<file path="config.mk">
export PLATFORM = sky130hd
export DESIGN_NAME = cdnl_ctrl
export DESIGN_NICKNAME = d
export VERILOG_FILES = /design/src/hw/rtl/cdnl_pkg.sv /design/src/hw/rtl/cdnl_ctrl.sv
export SDC_FILE = /design/constraint.sdc
export NUM_CORES = 1
export LEC_CHECK = 0
export BUFFER_PORTS_ARGS = -buffer_cell sky130_fd_sc_hd__buf_2
export CAP_MARGIN = 10
export CORE_AREA = 2 2 39 41
export CTS_BUF_LIST = sky130_fd_sc_hd__clkbuf_2 sky130_fd_sc_hd__clkbuf_4 sky130_fd_sc_hd__clkbuf_8
export DETAILED_ROUTE_END_ITERATION = 16
export DIE_AREA = 0 0 41 43
export HOLD_SLACK_MARGIN = 0.08
export SLEW_MARGIN = 15
export SYNTH_ARGS = -nofsm -noshare
export SYNTH_HDL_FRONTEND = slang
export SYNTH_SLANG_ARGS = --single-unit
</file>
<file path="constraint.sdc">
create_clock -name clk_i -period 3.4 [get_ports clk_i]
set_input_delay 0.51 -clock clk_i [delete_from_list [all_inputs] [get_ports clk_i]]
set_output_delay 0.51 -clock clk_i [all_outputs]
set_load 0.01 [all_outputs]
</file>
<file path="src/hw/rtl/cdnl_pkg.sv">
`default_nettype none
// ----------------------------------------------------------------------------
// Chamfer distance package
// Shared widths, constants, payload types and the controller/datapath
// command and status bundles.
// ----------------------------------------------------------------------------
package cdnl_pkg;

  localparam int MaxRows = 256;
  localparam int MaxCols = 256;

  localparam int CfgW   = 9;
  localparam int CoordW = 9;
  localparam int ThrW   = 8;
  localparam int PixW   = 8;
  localparam int IdxW   = 8;
  localparam int DistW  = 14;

  localparam logic [DistW-1:0] Unreached = DistW'(10000);
  localparam logic [DistW-1:0] WEdge     = DistW'(3);
  localparam logic [DistW-1:0] WDiag     = DistW'(4);

  localparam logic [1:0] CfgHeight    = 2'd0;
  localparam logic [1:0] CfgWidth     = 2'd1;
  localparam logic [1:0] CfgThreshold = 2'd2;

  typedef enum logic [1:0] {
    ReqWrite = 2'd0,
    ReqRun   = 2'd1,
    ReqRead  = 2'd2
  } req_e;

  typedef enum logic [2:0] {
    NbCenter = 3'd0,
    Nb0      = 3'd1,
    Nb1      = 3'd2,
    Nb2      = 3'd3,
    Nb3      = 3'd4
  } nb_sel_e;

  typedef struct packed {
    logic            valid;
    logic [IdxW-1:0] row;
    logic [IdxW-1:0] col;
  } label_t;

  typedef struct packed {
    logic [DistW-1:0] distance;
    label_t           lab;
  } word_t;

  typedef struct packed {
    logic [1:0]      req_type;
    logic [IdxW-1:0] row_index;
    logic [IdxW-1:0] col_index;
    logic [PixW-1:0] pixel_value;
  } req_t;

  typedef struct packed {
    logic [DistW-1:0] distance;
    logic             label_valid;
    logic [IdxW-1:0]  nearest_row;
    logic [IdxW-1:0]  nearest_col;
    logic             done_res;
  } res_t;

  typedef struct packed {
    logic    clr_step;
    logic    acc_write;
    logic    acc_nop;
    logic    acc_read;
    logic    read_resp;
    logic    run_init;
    logic    run_done;
    logic    rd_en;
    nb_sel_e rd_sel;
    logic    relax_en;
    nb_sel_e relax_sel;
    logic    wb;
    logic    next_pixel;
    logic    start_bwd;
  } cmd_t;

  typedef struct packed {
    logic clear_last;
    logic run_empty;
    logic pass_last;
    logic bwd;
    logic out_full;
  } stat_t;

endpackage
`default_nettype wire

</file>
<file path="src/hw/rtl/cdnl_ctrl.sv">
`default_nettype none
// ----------------------------------------------------------------------------
// Chamfer distance controller
// Sequences the memory clear, request handling and the two raster passes.
// ----------------------------------------------------------------------------
module cdnl_ctrl (
  input  wire logic           clk_i,
  input  wire logic           rst_ni,
  input  wire logic           in_valid_i,
  input  wire logic [1:0]     req_type_i,
  input  wire logic           out_ready_i,
  output logic                in_ready_o,
  input  wire cdnl_pkg::stat_t stat_i,
  output cdnl_pkg::cmd_t      cmd_o
);

  typedef enum logic [3:0] {
    ST_CLEAR,
    ST_IDLE,
    ST_READ,
    ST_CENTER,
    ST_NB0,
    ST_NB1,
    ST_NB2,
    ST_NB3,
    ST_WB
  } state_e;

  state_e state_q, state_d;

  always_comb begin
    cmd_o      = '0;
    in_ready_o = 1'b0;
    state_d    = state_q;
    unique case (state_q)
      ST_CLEAR: begin
        cmd_o.clr_step = 1'b1;
        if (stat_i.clear_last) begin
          state_d = ST_IDLE;
        end
      end
      ST_IDLE: begin
        in_ready_o = !stat_i.out_full || out_ready_i;
        if (in_valid_i && in_ready_o) begin
          unique case (req_type_i)
            cdnl_pkg::ReqWrite: begin
              cmd_o.acc_write = 1'b1;
            end
            cdnl_pkg::ReqRead: begin
              cmd_o.acc_read = 1'b1;
              state_d        = ST_READ;
            end
            cdnl_pkg::ReqRun: begin
              cmd_o.run_init = 1'b1;
              if (stat_i.run_empty) begin
                cmd_o.run_done = 1'b1;
              end else begin
                state_d = ST_CENTER;
              end
            end
            default: begin
              cmd_o.acc_nop = 1'b1;
            end
          endcase
        end
      end
      ST_READ: begin
        cmd_o.read_resp = 1'b1;
        state_d         = ST_IDLE;
      end
      ST_CENTER: begin
        cmd_o.rd_en  = 1'b1;
        cmd_o.rd_sel = cdnl_pkg::NbCenter;
        state_d      = ST_NB0;
      end
      ST_NB0: begin
        cmd_o.rd_en     = 1'b1;
        cmd_o.rd_sel    = cdnl_pkg::Nb0;
        cmd_o.relax_en  = 1'b1;
        cmd_o.relax_sel = cdnl_pkg::NbCenter;
        state_d         = ST_NB1;
      end
      ST_NB1: begin
        cmd_o.rd_en     = 1'b1;
        cmd_o.rd_sel    = cdnl_pkg::Nb1;
        cmd_o.relax_en  = 1'b1;
        cmd_o.relax_sel = cdnl_pkg::Nb0;
        state_d         = ST_NB2;
      end
      ST_NB2: begin
        cmd_o.rd_en     = 1'b1;
        cmd_o.rd_sel    = cdnl_pkg::Nb2;
        cmd_o.relax_en  = 1'b1;
        cmd_o.relax_sel = cdnl_pkg::Nb1;
        state_d         = ST_NB3;
      end
      ST_NB3: begin
        cmd_o.rd_en     = 1'b1;
        cmd_o.rd_sel    = cdnl_pkg::Nb3;
        cmd_o.relax_en  = 1'b1;
        cmd_o.relax_sel = cdnl_pkg::Nb2;
        state_d         = ST_WB;
      end
      ST_WB: begin
        cmd_o.relax_en  = 1'b1;
        cmd_o.relax_sel = cdnl_pkg::Nb3;
        cmd_o.wb        = 1'b1;
        state_d         = ST_CENTER;
        if (stat_i.pass_last) begin
          if (stat_i.bwd) begin
            cmd_o.run_done = 1'b1;
            state_d        = ST_IDLE;
          end else begin
            cmd_o.start_bwd = 1'b1;
          end
        end else begin
          cmd_o.next_pixel = 1'b1;
        end
      end
      default: begin
        state_d = ST_IDLE;
      end
    endcase
  end

  always_ff @(posedge clk_i or negedge rst_ni) begin
    if (!rst_ni) begin
      state_q <= ST_CLEAR;
    end else begin
      state_q <= state_d;
    end
  end

endmodule
`default_nettype wire

</file>
* Word level (Yosys, flattened, before mapping)
Index checks and enable logic that the tools add are counted.
** Word-level totals
- Logic and storage cells :: 50
- Bits in registers :: 4
- Input bits :: 11
** Operators by class
- Mux-type cells :: 28
- Reductions and logical operators :: 7
- Eq/ne operators :: 14
** Operators with widths (number)
- 4-bit one-hot mux with 5 select lines :: 2
- 4-bit one-hot mux with 8 select lines :: 1
- 4-bit by 3-bit == test with 1-bit output, second input constant :: 4
- 4-bit two-way mux :: 4
- 1-bit two-way mux :: 13
- 3-bit two-way mux :: 3
- 4-bit by 2-bit == test with 1-bit output, second input constant :: 2
- 4-bit one-hot mux with 2 select lines :: 1
- 2-bit two-way mux :: 3
- 4-bit by 1-bit == test with 1-bit output, second input constant :: 1
- 4-bit == test, second input constant :: 1
- 4-bit zero test :: 1
- 2-bit inequality test, second input constant :: 2
- 4-bit AND reduction :: 1
- 3-bit by 1-bit inequality test with 1-bit output, second input constant :: 1
- 3-bit inequality test, second input constant :: 1
- 3-bit OR reduction :: 1
- 2-bit by 1-bit == test with 1-bit output, second input constant :: 1
- 2-bit == test, second input constant :: 1
- 2-bit zero test :: 1
- 1-bit one-hot mux with 2 select lines :: 1
- 1-bit logical AND :: 1
- 1-bit zero test :: 1
- 1-bit logical OR :: 1

* Depth between registers and ports, before layout
- Depth after elaboration :: 5
- Mapped depth :: 5

* Least setup slack after synthesis
No wires, ideal clock.
- Path kind :: flip-flop to output port
- Start point :: register state_q[1]
- End point :: output cmd_o[0] (netlist bit)
- Arrival time :: 1.342 ns
- Cell stages (with the launch flop) :: 6
- Setup slack :: 1.548 ns
- Buffers on the path :: 1
- Path through :: dfrtp_1 -> buf_6 -> or4b_4 -> inv_2 -> nand2_1 -> nor2_1
** RTL lines
- start, declared :: line cdnl_ctrl.sv:29 : state_e state_q, state_d;
- start signal, assigned :: line cdnl_ctrl.sv:130 : state_q <= state_d;
- end, declared :: line cdnl_ctrl.sv:14 : output cdnl_pkg::cmd_t cmd_o

==> results.ini <==
[run_status]
status = completed

[final_layout]
largest-register = state_q
final_layout_size_suffix_gt1_share_pct = 45.3
areaGrowthSynthToFinish_pct = 45.8
fillCellCount = 148
multi_input_area_sq_um = 269
reg.largest.list = state_q x4
seqCellArea_sq_um = 100
largest_reg_flops = 4
nets = 99
num_antenna_cells = 0

[worst_setup_path]
crit_path_start_kind = flip-flop
worstPathCellList = or4b_4 -> inv_2 -> nand3_1 -> o41ai_2 -> buf_2
path_buf_inv = 2
cp.required_ns = 2.89
end_kind = output pin
r2r_cells = 3
critPathSlowestCell = or4b_4
critPathTopFamily = simple AND/OR/NAND/NOR gates
worst-path-stages = 5
max_stage_delay_ns = 0.59
path_class = flip-flop to output pin
cp_max_fo = 9
arrival_ns = 1.72

[timing]
skew_ns = 0.00611
hold_violations = 0
setup_violations = 0
rsz0062_at_grt = no
slew_viol_final = 0
fmax_mhz = 449
relSlewSlack_pct = 75.2
finalSetupTns_ns = 0
fin_crit_sh_pct = 65.5
worst_pin_slew_ns = 0.371
layout_min_cycle_time_ns = 2.23
fin_ws_ns = 1.17

[clock_network]
cts_max_path_buffers = 2
cts_tree = built
cts_resized = 0
cts-root-buf = clkbuf_4
cts.sinks = 4
cts_hold_buf = 1
cts.reportedPaths.clkPinSlew_ns = 0.04
cts_buffers = 3
clk-insertion-delay-late_ns = 0.24
post_cts_buffers = 0
htree_levels = 1

[yosys]
yosysSeqAreaShare_pct = 24.6
synth_fp_nets = 65
ys_top_cells_by_area = dfrtp_1, nor2_1, inv_1
yosysTopAreaCellShare_pct = 24.6
syn_inst = 54
yosysWarnings = 0
synth_top_area_cell = dfrtp_1
ys_ff_latch = 4
syn_area_per_cell_sq_um = 7.53
synth_area_sq_um = 407
ys_types = 26

[floorplanning]
std_cell_rows = 14
io_pins = 30
die_h_microns = 43
start_util_pct = 29.4
core_area_sq_um = 1380
dieArea_sq_um = 1760
die_x_microns = 41

[grt]
track_usage_pct = 12.8
antenna_found_initial = 0
grt_pass1_wl_microns = 1590
grt_pass1_vias = 409
grt_max_degree = 10
globalRouteOverflowTotal = 0

[placed_design]
dp_hpwl_microns = 813
place.gp.congestion = 0.727
portBuffers = 29
post-place-ws_ns = 1.42

[pwr]
max-vdd-ir-drop_mv = 0.287
p_per_area_nw_per_um2 = 745
p_leak_nw = 0.344

[flow_run]
maxCapViolCount = 0

[detailed_routing]
first_pass_iters = 4
drc = 0
viasPerCell = 4.75
detail-route-antenna-nets = 0
wl_per_cell_microns = 10.6
drt-initial-drc-count = 12
dr_total_vias = 485
wirelength_microns = 1080

[min_path]
hold_path_class = input pin to flip-flop
min_delay_path_depth = 2

where the power goes:
| part | internal (W) | switching [W] |
|---|---|---|
| sequential | 0.0000694 | 0.0000457 |
| combinational | 0.000121 | 0.000145 |
| clock | 0.0000396 | 0.0000216 |
| total | 0.000230 | 0.000212 |
path summary, 6_finish.rpt:
kind | startpoint | to | slack, ns
setup / recovery | state_q[1]$_DFFE_PN0P_ | cmd_o[11] | 1.17
hold / removal | stat_i[4] | state_q[0]$_DFFE_PN0P_ | 0.52
setup reg to reg | state_q[1]$_DFFE_PN0P_ | state_q[1]$_DFFE_PN0P_ | 1.99
hold reg to reg | state_q[3]$_DFFE_PN0P_ | state_q[2]$_DFFE_PN0P_ | 0.59
max in group asynchronous | rst_ni | state_q[0]$_DFFE_PN0P_ | 2.67
min in group asynchronous | rst_ni | state_q[3]$_DFFE_PN0P_ | 0.61
metrics by stage:
step | area [sq um] | hold slack (ns) | cells | utilization [%] | power (W)
2_1_floorplan | 407 | 0.214 | 54 | - | 0.000293
3_3_place_gp | 561 | 0.317 | 98 | 40.5 | 0.000381
3_5_place_dp | 561 | 0.318 | 98 | 40.5 | 0.000379
4_1_cts | 593 | 0.518 | 102 | 42.9 | 0.000443
5_1_grt | 593 | 0.547 | 102 | 42.9 | 0.000478
6_report | 593 | 0.520 | 102 | 42.9 | 0.000442
placed cells by master, fill, tap and decap left out:
cell type / Yosys / final
buf_2: 0 / 29
nor2_1: 11 / 11
inv_1: 6 / 6
nand2_1: 5 / 5
dfrtp_1: 4 / 4
nand2b_1: 3 / 3
a21oi_1: 3 / 3
clkbuf_4: 0 / 3
nor2b_1: 2 / 2
nor3_1: 2 / 2
or4b_4: 1 / 1
inv_2: 1 / 1
nor4b_2: 1 / 1
nand3_2: 1 / 1
nand3_1: 1 / 1
o41ai_2: 1 / 1
or2_1: 1 / 1
or3_1: 1 / 1
and2_1: 1 / 1
a311oi_1: 1 / 1
o32a_1: 1 / 1
xor2_1: 1 / 1
a21oi_2: 1 / 1
nand3b_1: 1 / 1
nor3b_1: 1 / 1
o211ai_1: 1 / 1
a2bb2oi_2: 1 / 1
dlygate4sd3_1: 0 / 1
layer usage:
| metal | part of all wire [%] | GRT usage (%) |
|---|---|---|
| met5 | 0 | 0 |
| met4 | 0.74 | 6.00 |
| met3 | 5.3 | 3.66 |
| met2 | 48 | 18.8 |
| met1 | 46 | 16.7 |
cell type report:
class	count	share of cell area, %
inverters	7	4.43
repair buffers	30	26.2
flip-flops and latches	4	16.9
well taps	16	3.38
multi-input cells	42	45.4
clock buffers	3	3.80
kinds of logic (layout without fill, tap and decap cells):
kind of cell / after synthesis / in the layout / share of synthesized area [%]
buffers and inverters: 8 / 40 / 9.23
DFF: 4 / 4 / 24.6
AOI/OAI and AO/OA: 9 / 9 / 20.0
and+or+nand+nor: 32 / 32 / 44.0
xor gates and xnor gates: 1 / 1 / 2.15
Yosys cell counts:
cell type,instances
nor2_1,11
inv_1,6
nand2_1,5
dfrtp_1,4
a21oi_1,3
nand2b_1,3
nor2b_1,2
nor3_1,2
a21oi_2,1
a2bb2oi_2,1
a311oi_1,1
and2_1,1
buf_6,1
inv_2,1
nand3_1,1
nand3_2,1
nand3b_1,1
nor3b_1,1
nor4b_2,1
o211ai_1,1
o32a_1,1
o41ai_2,1
or2_1,1
or3_1,1
or4b_4,1
xor2_1,1
No activity file was read; power rests on OpenSTA's default activity.
